## src/rtl/core/pfd_pkg.sv

```systemverilog
// Shared types, constants and saturation helpers for the filtered-derivative PID core.
package pfd_pkg;

	localparam int DATA_W   = 32;
	localparam int FRAC_W   = 16;
	localparam int SUM_W    = DATA_W + 3;
	localparam int A_W      = 64;
	localparam int B_W      = 34;
	localparam int P_W      = A_W + B_W;
	localparam int D_W      = 48;
	localparam int CNT_W    = 7;
	localparam int US_PER_S = 1000000;

	localparam logic signed [SUM_W-1:0] DATA_MAX = SUM_W'((64'sd1 <<< (DATA_W - 1)) - 64'sd1);
	localparam logic signed [SUM_W-1:0] DATA_MIN = -DATA_MAX - SUM_W'(1);

	typedef enum logic [1:0] {
		REG_KP  = 2'd0,
		REG_KI  = 2'd1,
		REG_KD  = 2'd2,
		REG_TAU = 2'd3
	} reg_idx_t;

	typedef enum logic {
		OP_MUL = 1'b0,
		OP_DIV = 1'b1
	} op_t;

	typedef enum logic [3:0] {
		S_IDLE, S_P_MUL, S_P_DIV, S_P_ACC,
		S_F_MUL, S_F_DIV, S_F_ACC, S_K_MUL,
		S_KD_MUL, S_KD_DIV, S_KD_ACC, S_I_MUL1,
		S_I_MUL2, S_I_DIV, S_I_ACC, S_FIN
	} state_t;

	typedef struct packed {
		logic [DATA_W-1:0] kp;
		logic [DATA_W-1:0] ki;
		logic [DATA_W-1:0] kd;
		logic [DATA_W-1:0] tau;
	} cfg_t;

	typedef struct packed {
		logic           go;
		op_t            op;
		logic [A_W-1:0] a;
		logic [B_W-1:0] b;
		logic [D_W-1:0] d;
	} arith_cmd_t;

	typedef struct packed {
		logic busy;
		logic done;
	} arith_stat_t;

	typedef struct packed {
		logic signed [DATA_W-1:0] val;
		logic                     clip;
	} sat_t;

	typedef struct packed {
		logic                     valid;
		logic signed [DATA_W-1:0] drive;
		logic                     clip;
	} result_t;

	// Limit a quotient magnitude to the data range and apply the sign.
	function automatic sat_t sat_quot(input logic [P_W-1:0] q, input logic neg);
		logic [P_W-1:0]    lim;
		logic [DATA_W-1:0] m;
		sat_t              r;
		lim    = neg ? (P_W'(1) << (DATA_W - 1)) : ((P_W'(1) << (DATA_W - 1)) - P_W'(1));
		r.clip = q > lim;
		m      = r.clip ? lim[DATA_W-1:0] : q[DATA_W-1:0];
		r.val  = $signed(neg ? (~m + DATA_W'(1)) : m);
		return r;
	endfunction

	// Clamp a wide signed sum to the data range.
	function automatic sat_t sat_data(input logic signed [SUM_W-1:0] v);
		sat_t r;
		if (v > DATA_MAX) begin
			r.clip = 1'b1;
			r.val  = DATA_MAX[DATA_W-1:0];
		end else if (v < DATA_MIN) begin
			r.clip = 1'b1;
			r.val  = DATA_MIN[DATA_W-1:0];
		end else begin
			r.clip = 1'b0;
			r.val  = v[DATA_W-1:0];
		end
		return r;
	endfunction

	// Absolute value of a signed sum, widened to the multiplicand width.
	function automatic logic [A_W-1:0] mag(input logic signed [SUM_W-1:0] v);
		logic [SUM_W-1:0] u;
		u = v[SUM_W-1] ? (~v + SUM_W'(1)) : v;
		return A_W'(u);
	endfunction

endpackage

```

## src/rtl/core/pid_filtered_derivative_core.sv

```systemverilog
// Top level of the PID core with low-pass filtered derivative: registers, sequencer, unit, output.
// A PID step in signed Q16.16: drive = Kp*e + Kd*1e6*d/dt + integral, where d is the error change,
// low-passed by dt/(dt+tau) when tau is nonzero, and the integral grows by Ki*e*dt/1e6; terms,
// filter state, integral and sum saturate and raise clipped. All multiplies and divides run one
// bit per cycle on a single shift-add / restoring-divide unit. One item is in work at a time; the
// next beat is taken once the result has moved into the output register, which holds it until
// the receiver takes it.
module pid_filtered_derivative_core (
	input  logic                                clk,
	input  logic                                arst_n,
	input  logic                                cfg_write,
	input  logic [1:0]                          cfg_index,
	input  logic [pfd_pkg::DATA_W-1:0]          cfg_data,
	input  logic                                in_valid,
	output logic                                in_stall,
	input  logic signed [pfd_pkg::DATA_W-1:0]   error_sample,
	input  logic [pfd_pkg::DATA_W-1:0]          dt_us,
	output logic                                out_valid,
	input  logic                                out_stall,
	output logic signed [pfd_pkg::DATA_W-1:0]   drive,
	output logic                                clipped
);

	pfd_pkg::cfg_t        cfg_q;
	pfd_pkg::arith_cmd_t  cmd;
	pfd_pkg::arith_stat_t stat;
	pfd_pkg::result_t     res;
	logic [pfd_pkg::P_W-1:0] p;
	logic                 res_ready;
	logic                 out_valid_q;
	logic signed [pfd_pkg::DATA_W-1:0] drive_q;
	logic                 clipped_q;

	// Configuration registers
	always_ff @(posedge clk or negedge arst_n) begin
		if (!arst_n) begin
			cfg_q <= '0;
		end else if (cfg_write) begin
			case (pfd_pkg::reg_idx_t'(cfg_index))
				pfd_pkg::REG_KP:  cfg_q.kp  <= cfg_data;
				pfd_pkg::REG_KI:  cfg_q.ki  <= cfg_data;
				pfd_pkg::REG_KD:  cfg_q.kd  <= cfg_data;
				pfd_pkg::REG_TAU: cfg_q.tau <= cfg_data;
				default:          cfg_q     <= cfg_q;
			endcase
		end
	end

	pfd_ctrl u_ctrl (
		.clk          (clk),
		.arst_n       (arst_n),
		.cfg          (cfg_q),
		.in_valid     (in_valid),
		.in_stall     (in_stall),
		.error_sample (error_sample),
		.dt_us        (dt_us),
		.res_ready    (res_ready),
		.res          (res),
		.cmd          (cmd),
		.stat         (stat),
		.p            (p)
	);

	pfd_arith u_arith (
		.clk    (clk),
		.arst_n (arst_n),
		.cmd    (cmd),
		.stat   (stat),
		.p      (p)
	);

	// Output register: load a finished beat when the slot is free or draining
	assign res_ready = !out_valid_q || !out_stall;

	always_ff @(posedge clk or negedge arst_n) begin
		if (!arst_n) begin
			out_valid_q <= 1'b0;
		end else if (res.valid && res_ready) begin
			out_valid_q <= 1'b1;
		end else if (!out_stall) begin
			out_valid_q <= 1'b0;
		end
	end

	always_ff @(posedge clk) begin
		if (res.valid && res_ready) begin
			drive_q   <= res.drive;
			clipped_q <= res.clip;
		end
	end

	assign out_valid = out_valid_q;
	assign drive     = drive_q;
	assign clipped   = clipped_q;

endmodule

```

## src/rtl/core/pfd_arith.sv

```systemverilog
// Shared bit-serial unit: shift-add multiplier and restoring divider on one product register.
module pfd_arith (
	input  logic                     clk,
	input  logic                     arst_n,
	input  pfd_pkg::arith_cmd_t      cmd,
	output pfd_pkg::arith_stat_t     stat,
	output logic [pfd_pkg::P_W-1:0]  p
);

	logic [pfd_pkg::P_W-1:0]   p_q;
	logic [pfd_pkg::A_W-1:0]   a_q;
	logic [pfd_pkg::D_W-1:0]   d_q;
	logic [pfd_pkg::D_W-1:0]   rem_q;
	logic [pfd_pkg::CNT_W-1:0] cnt_q;
	pfd_pkg::op_t              op_q;

	logic [pfd_pkg::A_W:0]     mul_sum;
	logic [pfd_pkg::D_W:0]     div_t;
	logic [pfd_pkg::D_W:0]     div_diff;
	logic                      div_ge;

	// One multiplier bit: add the multiplicand into the high half, shift right
	assign mul_sum = {1'b0, p_q[pfd_pkg::P_W-1:pfd_pkg::B_W]}
		+ (p_q[0] ? {1'b0, a_q} : '0);

	// One quotient bit: bring in the next dividend bit, trial subtract
	assign div_t    = {rem_q, p_q[pfd_pkg::P_W-1]};
	assign div_diff = div_t - {1'b0, d_q};
	assign div_ge   = div_t >= {1'b0, d_q};

	assign stat.busy = cnt_q != '0;
	assign stat.done = cnt_q == pfd_pkg::CNT_W'(1);
	assign p         = p_q;

	// Step counter
	always_ff @(posedge clk or negedge arst_n) begin
		if (!arst_n) begin
			cnt_q <= '0;
		end else if (cmd.go) begin
			cnt_q <= (cmd.op == pfd_pkg::OP_MUL) ? pfd_pkg::CNT_W'(pfd_pkg::B_W)
				: pfd_pkg::CNT_W'(pfd_pkg::P_W);
		end else if (stat.busy) begin
			cnt_q <= cnt_q - pfd_pkg::CNT_W'(1);
		end
	end

	// Operand load and shift datapath
	always_ff @(posedge clk) begin
		if (cmd.go) begin
			a_q   <= cmd.a;
			d_q   <= cmd.d;
			op_q  <= cmd.op;
			rem_q <= '0;
			if (cmd.op == pfd_pkg::OP_MUL) begin
				p_q <= {{pfd_pkg::A_W{1'b0}}, cmd.b};
			end
		end else if (stat.busy) begin
			if (op_q == pfd_pkg::OP_MUL) begin
				p_q <= {mul_sum, p_q[pfd_pkg::B_W-1:1]};
			end else begin
				rem_q <= div_ge ? div_diff[pfd_pkg::D_W-1:0] : div_t[pfd_pkg::D_W-1:0];
				p_q   <= {p_q[pfd_pkg::P_W-2:0], div_ge};
			end
		end
	end

endmodule

```

## src/rtl/core/pfd_ctrl.sv

```systemverilog
// Per-item sequencer: schedules the shared unit, accumulates terms, holds controller state.
module pfd_ctrl (
	input  logic                                clk,
	input  logic                                arst_n,
	input  pfd_pkg::cfg_t                       cfg,
	input  logic                                in_valid,
	output logic                                in_stall,
	input  logic signed [pfd_pkg::DATA_W-1:0]   error_sample,
	input  logic [pfd_pkg::DATA_W-1:0]          dt_us,
	input  logic                                res_ready,
	output pfd_pkg::result_t                    res,
	output pfd_pkg::arith_cmd_t                 cmd,
	input  pfd_pkg::arith_stat_t                stat,
	input  logic [pfd_pkg::P_W-1:0]             p
);

	pfd_pkg::state_t state_q, state_d;
	logic            launched_q;
	logic            is_op;

	logic signed [pfd_pkg::DATA_W-1:0] e_q;
	logic [pfd_pkg::DATA_W-1:0]        dt_q;
	logic signed [pfd_pkg::DATA_W-1:0] last_q;
	logic signed [pfd_pkg::DATA_W-1:0] integ_q;
	logic signed [pfd_pkg::DATA_W-1:0] filt_q;
	logic signed [pfd_pkg::SUM_W-1:0]  sum_q;
	logic signed [pfd_pkg::DATA_W:0]   dval_q;
	logic                              clip_q;

	logic signed [pfd_pkg::SUM_W-1:0] delta;
	logic signed [pfd_pkg::SUM_W-1:0] xdiff;
	logic [pfd_pkg::A_W-1:0]          mag_e, mag_kp, mag_ki, mag_kd, mag_x, mag_dv;
	logic [pfd_pkg::DATA_W-1:0]       dt_eff;
	logic                             kd_on, ki_on, tau_on;
	pfd_pkg::sat_t                    sq_p, sq_f, sq_d, sq_i, sat_f, sat_i, sat_sum;

	assign kd_on  = cfg.kd != '0;
	assign ki_on  = cfg.ki != '0;
	assign tau_on = cfg.tau != '0;
	assign dt_eff = (dt_q == '0) ? pfd_pkg::DATA_W'(1) : dt_q;

	// Error change and filter residual
	assign delta = pfd_pkg::SUM_W'(e_q) - pfd_pkg::SUM_W'(last_q);
	assign xdiff = delta - pfd_pkg::SUM_W'(filt_q);

	assign mag_e  = pfd_pkg::mag(pfd_pkg::SUM_W'(e_q));
	assign mag_kp = pfd_pkg::mag(pfd_pkg::SUM_W'($signed(cfg.kp)));
	assign mag_ki = pfd_pkg::mag(pfd_pkg::SUM_W'($signed(cfg.ki)));
	assign mag_kd = pfd_pkg::mag(pfd_pkg::SUM_W'($signed(cfg.kd)));
	assign mag_x  = pfd_pkg::mag(xdiff);
	assign mag_dv = pfd_pkg::mag(pfd_pkg::SUM_W'(dval_q));

	// Term saturation on the finished quotient
	assign sq_p    = pfd_pkg::sat_quot(p, cfg.kp[pfd_pkg::DATA_W-1] ^ e_q[pfd_pkg::DATA_W-1]);
	assign sq_f    = pfd_pkg::sat_quot(p, xdiff[pfd_pkg::SUM_W-1]);
	assign sq_d    = pfd_pkg::sat_quot(p, cfg.kd[pfd_pkg::DATA_W-1] ^ dval_q[pfd_pkg::DATA_W]);
	assign sq_i    = pfd_pkg::sat_quot(p, cfg.ki[pfd_pkg::DATA_W-1] ^ e_q[pfd_pkg::DATA_W-1]);
	assign sat_f   = pfd_pkg::sat_data(pfd_pkg::SUM_W'(filt_q) + pfd_pkg::SUM_W'(sq_f.val));
	assign sat_i   = pfd_pkg::sat_data(pfd_pkg::SUM_W'(integ_q) + pfd_pkg::SUM_W'(sq_i.val));
	assign sat_sum = pfd_pkg::sat_data(sum_q);

	// Next state
	always_comb begin
		state_d = state_q;
		case (state_q)
			pfd_pkg::S_IDLE:   if (in_valid) state_d = pfd_pkg::S_P_MUL;
			pfd_pkg::S_P_MUL:  if (stat.done) state_d = pfd_pkg::S_P_DIV;
			pfd_pkg::S_P_DIV:  if (stat.done) state_d = pfd_pkg::S_P_ACC;
			pfd_pkg::S_P_ACC: begin
				if (kd_on) begin
					state_d = tau_on ? pfd_pkg::S_F_MUL : pfd_pkg::S_K_MUL;
				end else begin
					state_d = ki_on ? pfd_pkg::S_I_MUL1 : pfd_pkg::S_FIN;
				end
			end
			pfd_pkg::S_F_MUL:  if (stat.done) state_d = pfd_pkg::S_F_DIV;
			pfd_pkg::S_F_DIV:  if (stat.done) state_d = pfd_pkg::S_F_ACC;
			pfd_pkg::S_F_ACC:  state_d = pfd_pkg::S_K_MUL;
			pfd_pkg::S_K_MUL:  if (stat.done) state_d = pfd_pkg::S_KD_MUL;
			pfd_pkg::S_KD_MUL: if (stat.done) state_d = pfd_pkg::S_KD_DIV;
			pfd_pkg::S_KD_DIV: if (stat.done) state_d = pfd_pkg::S_KD_ACC;
			pfd_pkg::S_KD_ACC: state_d = ki_on ? pfd_pkg::S_I_MUL1 : pfd_pkg::S_FIN;
			pfd_pkg::S_I_MUL1: if (stat.done) state_d = pfd_pkg::S_I_MUL2;
			pfd_pkg::S_I_MUL2: if (stat.done) state_d = pfd_pkg::S_I_DIV;
			pfd_pkg::S_I_DIV:  if (stat.done) state_d = pfd_pkg::S_I_ACC;
			pfd_pkg::S_I_ACC:  state_d = pfd_pkg::S_FIN;
			pfd_pkg::S_FIN:    if (res_ready) state_d = pfd_pkg::S_IDLE;
			default:           state_d = pfd_pkg::S_IDLE;
		endcase
	end

	// Outputs: unit commands, handshake, result
	always_comb begin
		is_op = state_q inside {pfd_pkg::S_P_MUL, pfd_pkg::S_P_DIV, pfd_pkg::S_F_MUL,
			pfd_pkg::S_F_DIV, pfd_pkg::S_K_MUL, pfd_pkg::S_KD_MUL, pfd_pkg::S_KD_DIV,
			pfd_pkg::S_I_MUL1, pfd_pkg::S_I_MUL2, pfd_pkg::S_I_DIV};
		cmd.go = is_op && !launched_q;
		cmd.op = pfd_pkg::OP_MUL;
		cmd.a  = '0;
		cmd.b  = '0;
		cmd.d  = pfd_pkg::D_W'(1);
		case (state_q)
			pfd_pkg::S_P_MUL: begin
				cmd.a = mag_kp;
				cmd.b = mag_e[pfd_pkg::B_W-1:0];
			end
			pfd_pkg::S_P_DIV: begin
				cmd.op = pfd_pkg::OP_DIV;
				cmd.d  = pfd_pkg::D_W'(1) << pfd_pkg::FRAC_W;
			end
			pfd_pkg::S_F_MUL: begin
				cmd.a = mag_x;
				cmd.b = pfd_pkg::B_W'(dt_q);
			end
			pfd_pkg::S_F_DIV: begin
				cmd.op = pfd_pkg::OP_DIV;
				cmd.d  = pfd_pkg::D_W'(dt_q) + pfd_pkg::D_W'(cfg.tau);
			end
			pfd_pkg::S_K_MUL: begin
				cmd.a = mag_kd;
				cmd.b = pfd_pkg::B_W'(pfd_pkg::US_PER_S);
			end
			pfd_pkg::S_KD_MUL: begin
				cmd.a = p[pfd_pkg::A_W-1:0];
				cmd.b = mag_dv[pfd_pkg::B_W-1:0];
			end
			pfd_pkg::S_KD_DIV: begin
				cmd.op = pfd_pkg::OP_DIV;
				cmd.d  = pfd_pkg::D_W'(dt_eff) << pfd_pkg::FRAC_W;
			end
			pfd_pkg::S_I_MUL1: begin
				cmd.a = mag_ki;
				cmd.b = pfd_pkg::B_W'(dt_q);
			end
			pfd_pkg::S_I_MUL2: begin
				cmd.a = p[pfd_pkg::A_W-1:0];
				cmd.b = mag_e[pfd_pkg::B_W-1:0];
			end
			pfd_pkg::S_I_DIV: begin
				cmd.op = pfd_pkg::OP_DIV;
				cmd.d  = pfd_pkg::D_W'(pfd_pkg::US_PER_S) << pfd_pkg::FRAC_W;
			end
			default: begin
				cmd.op = pfd_pkg::OP_MUL;
			end
		endcase
		in_stall  = state_q != pfd_pkg::S_IDLE;
		res.valid = state_q == pfd_pkg::S_FIN;
		res.drive = sat_sum.val;
		res.clip  = clip_q | sat_sum.clip;
	end

	// State, launch flag and controller memory
	always_ff @(posedge clk or negedge arst_n) begin
		if (!arst_n) begin
			state_q    <= pfd_pkg::S_IDLE;
			launched_q <= 1'b0;
			last_q     <= '0;
			integ_q    <= '0;
			filt_q     <= '0;
		end else begin
			state_q <= state_d;
			if (cmd.go) begin
				launched_q <= 1'b1;
			end else if (stat.done) begin
				launched_q <= 1'b0;
			end
			if (state_q == pfd_pkg::S_F_ACC) begin
				filt_q <= sat_f.val;
			end
			if (state_q == pfd_pkg::S_I_ACC) begin
				integ_q <= sat_i.val;
			end
			if (state_q == pfd_pkg::S_FIN && res_ready) begin
				last_q <= e_q;
			end
		end
	end

	// Item capture and term accumulation
	always_ff @(posedge clk) begin
		case (state_q)
			pfd_pkg::S_IDLE: begin
				e_q    <= error_sample;
				dt_q   <= dt_us;
				clip_q <= 1'b0;
			end
			pfd_pkg::S_P_ACC: begin
				sum_q  <= pfd_pkg::SUM_W'(sq_p.val);
				clip_q <= clip_q | sq_p.clip;
				dval_q <= delta[pfd_pkg::DATA_W:0];
			end
			pfd_pkg::S_F_ACC: begin
				clip_q <= clip_q | sat_f.clip;
				dval_q <= (pfd_pkg::DATA_W + 1)'(sat_f.val);
			end
			pfd_pkg::S_KD_ACC: begin
				sum_q  <= sum_q + pfd_pkg::SUM_W'(sq_d.val);
				clip_q <= clip_q | sq_d.clip;
			end
			pfd_pkg::S_I_ACC: begin
				sum_q  <= sum_q + pfd_pkg::SUM_W'(sat_i.val);
				clip_q <= clip_q | sq_i.clip | sat_i.clip;
			end
			default: begin
				clip_q <= clip_q;
			end
		endcase
	end

	// Unit is only launched when free
	a_go_free: assert property (@(posedge clk) disable iff (!arst_n)
		cmd.go |-> !stat.busy) else $error("unit launched while busy");

	// Unit is quiet whenever no item is in work
	a_idle_quiet: assert property (@(posedge clk) disable iff (!arst_n)
		state_q == pfd_pkg::S_IDLE |-> !stat.busy) else $error("unit busy in idle");

	// A finishing operation was launched by this sequencer
	a_done_owned: assert property (@(posedge clk) disable iff (!arst_n)
		stat.done |-> launched_q) else $error("unit finished an unlaunched operation");

endmodule

```

## config.mk

```make
export PLATFORM = sky130hd
export DESIGN_NAME = pid_filtered_derivative_core
export DESIGN_NICKNAME = d
export VERILOG_FILES = /design/src/rtl/core/pfd_pkg.sv /design/src/rtl/core/pid_filtered_derivative_core.sv /design/src/rtl/core/pfd_arith.sv /design/src/rtl/core/pfd_ctrl.sv
export SDC_FILE = /design/constraint.sdc
export NUM_CORES = 2
export LEC_CHECK = 0
export BUFFER_PORTS_ARGS = -buffer_cell sky130_fd_sc_hd__buf_2
export CAP_MARGIN = 10
export CORE_ASPECT_RATIO = 0.7
export CORE_MARGIN = 2
export CORE_UTILIZATION = 35
export CTS_BUF_LIST = sky130_fd_sc_hd__clkbuf_2
export CTS_CLUSTER_DIAMETER = 50
export DETAILED_ROUTE_END_ITERATION = 6
export PLACE_DENSITY_LB_ADDON = 0.3
export SYNTH_ARGS = -nofsm -noshare
export SYNTH_HDL_FRONTEND = slang
export SYNTH_SLANG_ARGS = --single-unit
```

## constraint.sdc

```tcl
create_clock -name clk -period 16.31 [get_ports clk]
set_input_delay 4.0775 -clock clk [delete_from_list [all_inputs] [get_ports clk]]
set_output_delay 4.0775 -clock clk [all_outputs]
set_load 0.01 [all_outputs]
```

* Word level (Yosys, flattened, before mapping)
Index checks and enable logic that the tools add are counted.
Operators by class: $lt $le $gt $ge 11, mux-type cells 60, reductions and logical operators 28, bitwise logic cells 19, eq/ne operators 33, $add $sub $neg 20
Operators with widths (number):
- 98-bit one-hot mux with 6 select lines | 1
- 32-bit 2-to-1 mux | 13
- 98-bit greater-than comparator | 4
- 98-bit 2-to-1 mux | 4
- 48-bit one-hot mux with 4 select lines | 1
- 33-bit 2-to-1 mux | 5
- 35-bit by 2-bit adder with 35-bit output (second input constant) | 4
- 35-bit 2-to-1 mux | 4
- 32-bit by 1-bit adder with 32-bit output (second input constant) | 4
- 32-bit inverter | 4
- 35-bit by 32-bit greater-than comparator with 1-bit output (second input constant) | 3
- 35-bit by 32-bit less-than comparator with 1-bit output (second input constant) | 3
- 32-bit inverter with 35-bit output | 3
- 35-bit one-hot mux with 3 select lines | 1
- 32-bit by 32-bit adder with 33-bit output | 3
- 32-bit nonzero test | 3
- 35-bit by 32-bit adder with 35-bit output | 2
- 34-bit by 2-bit adder with 34-bit output (second input constant) | 2
- 34-bit 2-to-1 mux | 2
- 33-bit one-hot mux with 2 select lines | 1
- 64-bit by 65-bit adder with 65-bit output | 1
- 64-bit 2-to-1 mux | 1
- 4-bit one-hot mux with 16 select lines | 1
- 4-bit 2-to-1 mux | 13
- other kinds (40) | 88
Storage, ports and cells: word-level logic and storage cells 194, output and inout bits 35, input port bits 103, bits in registers 662

* Depth between registers and ports, before layout
depth in word-level cells 14, gate-level depth with buffers 59, gate-level depth less buffers 52

* By module
A second synthesis with hierarchy kept.
Second synthesis, totals: cells, all modules 6203, area total of the unflattened synthesis 54551.1 µm²
By module, submodules not included:
- pfd_ctrl | times used 1, area an instance 31337.6 µm², seq. area each 6521.3 µm², cells each 3997
- pfd_arith | times used 1, area an instance 17436.7 µm², seq. area each 7472.2 µm², cells each 1897
- pid_filtered_derivative_core | times used 1, area an instance 5776.8 µm², seq. area each 4219.0 µm², cells each 309

* Least setup slack after synthesis
No wires, ideal clock.
path kind flip-flop to flip-flop, start point register u_ctrl.state_q[2], end point register u_arith.p_q, in the netlist u_arith.p[0] (enable), setup time 705 ps, arrival 14033 ps, clock period less this slack 14738 ps, slack 1572 ps, cell stages (with the launch flop) 10, data required time 15605 ps, path buffers 2, path through dfrtp_1 > or2_2 > clkbuf_1 > nor3_1 > inv_1 > nand3_1 > clkinv_1 > clkbuf_1 > nand2_1 > a21boi_0
Between the ends: cells in the longest elaborated chain, start to end 5, elaborated cells on any way between the ends 17, classes of those cells eq/ne (11); mux (1); reduce/logical (5)
RTL lines:
- start, declared | RTL line pfd_ctrl.sv:17 | pfd_pkg::state_t state_q, state_d;
- start signal, assigned | RTL line pfd_ctrl.sv:156 | state_q <= pfd_pkg::S_IDLE;
- start signal, assigned | RTL line pfd_ctrl.sv:162 | state_q <= state_d;
- 4-bit by 1-bit == test with 1-bit output (tied with other cells) | RTL line pfd_ctrl.sv:94 | is_op = state_q inside {pfd_pkg::S_P_MUL, pfd_pkg::S_P_DIV, pfd_pkg::S_F_MUL,
- 10-bit nonzero test / 4-bit OR reduction (equally long branches)
- 1-bit logical AND / 1-bit 2-to-1 mux (equally long branches) | RTL line pfd_ctrl.sv:97, pfd_ctrl.sv:102
- 2-bit inequality test (no line) / 2-bit nonzero test (equally long branches)
- 2-bit AND reduction (no line) (*)
- end signal, assigned | RTL line pfd_arith.sv:55 | p_q <= {{pfd_pkg::A_W{1'b0}}, cmd.b};
- end signal, assigned | RTL line pfd_arith.sv:59 | p_q <= {mul_sum, p_q[pfd_pkg::B_W-1:1]};
- end signal, assigned | RTL line pfd_arith.sv:62 | p_q <= {p_q[pfd_pkg::P_W-2:0], div_ge};
- end, declared | RTL line pfd_arith.sv:10 | logic [pfd_pkg::P_W-1:0] p_q;
Every way passes the cells marked *; elsewhere a longest branch is shown, timed or not. A chain may end at the register's enable or synchronous reset.

* Final worst setup path
start point register u_ctrl.e_q[0] (netlist name), end point register u_ctrl.dval_q[18] (netlist name) (data pin)
Between the ends: cells in the longest elaborated chain, start to end 13, elaborated cells on any way between the ends 14, classes of those cells add/sub (4); order compare (3); mux (6); bitwise (1)
RTL lines:
- start, declared | RTL line pfd_ctrl.sv:21 | logic signed [pfd_pkg::DATA_W-1:0] e_q;
- start signal, assigned | RTL line pfd_ctrl.sv:184 | e_q <= error_sample;
- 32-bit by 32-bit subtractor with 33-bit output (*) | RTL line pfd_ctrl.sv:43 | assign delta = pfd_pkg::SUM_W'(e_q) - pfd_pkg::SUM_W'(last_q);
- 33-bit by 32-bit subtractor with 34-bit output | RTL line pfd_ctrl.sv:44 | assign xdiff = delta - pfd_pkg::SUM_W'(filt_q);
- 32-bit 2-to-1 mux | RTL line pfd_pkg.sv:72 | lim = neg ? (P_W'(1) << (DATA_W - 1)) : ((P_W'(1) << (DATA_W - 1)) - P_W'(1));
- 98-bit greater-than comparator | RTL line pfd_pkg.sv:73 | r.clip = q > lim;
- 32-bit 2-to-1 mux | RTL line pfd_pkg.sv:74 | m = r.clip ? lim[DATA_W-1:0] : q[DATA_W-1:0];
- 32-bit inverter | RTL line pfd_pkg.sv:75 | r.val = $signed(neg ? (~m + DATA_W'(1)) : m);
- 32-bit by 1-bit adder with 32-bit output | RTL line pfd_pkg.sv:75
- 32-bit 2-to-1 mux | RTL line pfd_pkg.sv:75
- 32-bit by 32-bit adder with 33-bit output | RTL line pfd_ctrl.sv:58 | assign sat_f = pfd_pkg::sat_data(pfd_pkg::SUM_W'(filt_q) + pfd_pkg::SUM_W'(sq_f.val));
- 35-bit by 32-bit less-than comparator with 1-bit output | RTL line pfd_pkg.sv:85 | end else if (v < DATA_MIN) begin
- 33-bit 2-to-1 mux | RTL line pfd_pkg.sv:85
- 33-bit 2-to-1 mux | RTL line pfd_pkg.sv:82 | if (v > DATA_MAX) begin
- 33-bit one-hot mux with 2 select lines (*) | RTL line pfd_ctrl.sv:182 | case (state_q)
- end signal, assigned | RTL line pfd_ctrl.sv:191 | dval_q <= delta[pfd_pkg::DATA_W:0];
- end signal, assigned | RTL line pfd_ctrl.sv:195 | dval_q <= (pfd_pkg::DATA_W + 1)'(sat_f.val);
- end, declared | RTL line pfd_ctrl.sv:27 | logic signed [pfd_pkg::DATA_W:0] dval_q;
Marks and branches as above.

==> impl_metrics.env <==
export IMPL_synth_top_area_frac=0.2084
export IMPL_viasPerCell=6.055
export IMPL_row_count=120
export IMPL_ant_nets=0
export IMPL_cts_root_buf="clkbuf_2"
export IMPL_setup_viol=0
export IMPL_totalNegativeSetupSlack_ns=0
export IMPL_critPathBufInv=6
export IMPL_skew_ns=0.2073
export IMPL_cts_tree="done"
export IMPL_vias=50960
export IMPL_yosys_top_cells_area="edfxtp_1 (21%), dfrtp_1 (11%), ha_1 (10%)"
export IMPL_endpoint_kind="flop"
export IMPL_synthesis_area_mm2=0.05431
export IMPL_synth_flop_cell="edfxtp_1"
export IMPL_clk_insertion_delay_late_ns=1.73
export IMPL_cp_top_family="compound AO/OA/AOI/OAI gates"
export IMPL_relSlewSlack=0.1223
export IMPL_period_share=0.8415
export IMPL_dp_hpwl_um=157600
export IMPL_syn2layout_area_growth_pct=8.697
export IMPL_yosys_area_top_type="edfxtp_1"
export IMPL_syn_avg_cell_area_um2=8.914
export IMPL_post_cts_resized=0
export IMPL_drt_initial_drc_count=7150
export IMPL_die_y_um=333.6
export IMPL_worst_slew_pin_slew_ns=1.308
export IMPL_finalWirelength_um=210000
export IMPL_regArea_mm2=0.01821
export IMPL_slew_viol_final=0
export IMPL_worst_path_max_fanout=53
export IMPL_cp_data_arrival_time_ns=15.06
export IMPL_grt_pass1_vias=46400
export IMPL_ys_seq_elements=662
export IMPL_rsz0062_at_grt="no"
export IMPL_syn_nets=6654
export IMPL_synthCells=6093
export IMPL_yosys_cell_count_top_type="a21oi_1"
export IMPL_yosysSeqAreaShare=0.3353
export IMPL_async_reset_ff_frac=0.3580
export IMPL_finalNetCount=6756
export IMPL_cpPeakStageDelay_ns=0.78
export IMPL_firstDrtPassIters=7
export IMPL_clock_path_buffers=3
export IMPL_port_buffers=137
export IMPL_core_mm2=0.1534
export IMPL_gp_congestion=0.9869
export IMPL_wl_per_cell_um=24.95
export IMPL_grt_usage=0.2580
export IMPL_drive_gt1_frac=0.1222
export IMPL_overflow=0
export IMPL_maxCapViolations=0
export IMPL_multi_input_area_mm2=0.03419
export IMPL_route_detailed_drc=0
export IMPL_grt_start_max_net_pins=97
export IMPL_die_area_mm2=0.1584
export IMPL_synth_cell_types=105
export IMPL_final_min_clock_period_ns=13.73
export IMPL_ctsHtreeMaxLevel=4
export IMPL_cts_buffers_inserted=173
export IMPL_grt_pass1_wl_um=308900
export IMPL_clk_pin_slew_ns=0.11
export IMPL_hold_path_class="flop to flop"
export IMPL_cts_hold_buf=0
export IMPL_hold_viol_final=0
export IMPL_start_kind="flop"
export IMPL_synth_warnings=0
export IMPL_slowest_stage="nor2b_1"
export IMPL_dieWidth_um=474.8
export IMPL_fillCellCount=15710
export IMPL_post_cts_buffers=0
export IMPL_path_class="flop to flop"
export IMPL_cts_sinks=662
export IMPL_cp_required_ns=17.64
export IMPL_synth_top_cells_by_count="a21oi_1 (507), nand2_1 (506), o21ai_0 (502)"
export IMPL_antenna_found_initial=11
export IMPL_synth_edf_count=377
export IMPL_status="complete, no violations"
export IMPL_start_util=0.3539
export IMPL_max_freq_mhz=72.86
export IMPL_io_pin_count=138
export IMPL_crit_top_cell="a21oi_1"
## area by class of cell
class	count	area share
clock inverters	66	0.006994
inverters	223	0.01431
well taps	2074	0.04396
clock buffers	247	0.02094
multi-input cells	4888	0.5791
repair buffers	247	0.02577
flip-flops and latches	662	0.3085
diodes	10	0.0004239
## path summary, 6_finish.rpt
| path | start | end | depth (start not counted) | slack [ns] |
|---|---|---|---|---|
| min | u_arith.rem_q[29] | u_arith.rem_q[29] | 2 | 0.49 |
| min in group asynchronous | arst_n | cfg_q[31] | 1 | 2.38 |
| min reg2reg | u_arith.rem_q[29] | u_arith.rem_q[29] | 2 | 0.49 |
| max in group asynchronous | arst_n | cfg_q[102] | 2 | 12.41 |
| max | u_ctrl.e_q[0] | u_ctrl.dval_q[18] | 51 | 2.58 |
| max reg2reg | u_ctrl.e_q[0] | u_ctrl.dval_q[18] | 51 | 2.58 |
## logic make-up after synthesis
kind of cell	after synthesis	synth area share
AO/OA/AOI/OAI	2070	0.2493
XOR/XNOR	434	0.06999
buffers and inverters	543	0.03838
flip-flops	662	0.3353
multiplexers	217	0.04308
AND/OR/NAND/NOR	1708	0.1571
adder cells (fa/ha/maj)	459	0.1068
## worst register-to-register path: cells and delay by family, from the launching register on
kind,cells,cell delay [ns]
AND/OR/NAND/NOR,15,4.06
buffers and inverters,6,1.28
adder cells (fa/ha/maj),6,2.13
AO/OA/AOI/OAI,23,5.32
flip-flops,1,0.45
XOR/XNOR,1,0.20
## flip-flops by register name, summed over array words and instances (netlist names), 4 cells and up
| register | count |
|---|---|
| u_arith.rem_q | 48 |
| drive | 32 |
| u_arith.d_q | 48 |
| u_ctrl.sum_q | 35 |
| u_arith.p | 98 |
| u_ctrl.dval_q | 33 |
| cfg_q | 128 |
| u_ctrl.last_q | 32 |
| u_ctrl.e_q | 32 |
| u_ctrl.integ_q | 32 |
| u_ctrl.dt_q | 32 |
| u_arith.a_q | 64 |
| u_arith.cnt_q | 7 |
| u_ctrl.state_q | 4 |
| u_ctrl.filt_q | 32 |
## stage by stage
stage	area [µm²]	instances	setup slack (ns)	hold slack, ns	utilization
finish	59040	8417	2.584	0.4870	0.3847
global route	59030	8415	1.591	0.5216	0.3847
CTS	59010	8407	2.859	0.4933	0.3846
detailed placement	57360	8094	2.968	0.4729	0.3738
global placement	57360	8094	3.240	0.4686	0.3738
floorplan	54310	6093	1.572	0.4480	-
## layout by cell type (no fill, tap or decap), types with 113 or more instances in the layout
cell,instances
o21ai_0,500
buf_2,136
inv_1,221
dfrtp_1,237
ha_1,450
a21oi_1,505
xnor2_1,257
xor2_1,174
nand2_1,506
edfxtp_1,377
a21o_1,263
clkbuf_2,247
nand3_1,113
mux2_2,134
nor2_1,357
## layer usage
metal / vias to the layer above / global-route usage / routed length, µm
met5: - / 0 / 27
met1: 24660 / 0.3983 / 98630
li1: 23170 / - / -
met4: 4 / 0.08782 / 6936
met2: 2741 / 0.3298 / 78970
met3: 390 / 0.07728 / 25440
Power is left out: the tool's default activity adds up to more than one toggle a clock period on the data nets, which glitch-free logic cannot reach.
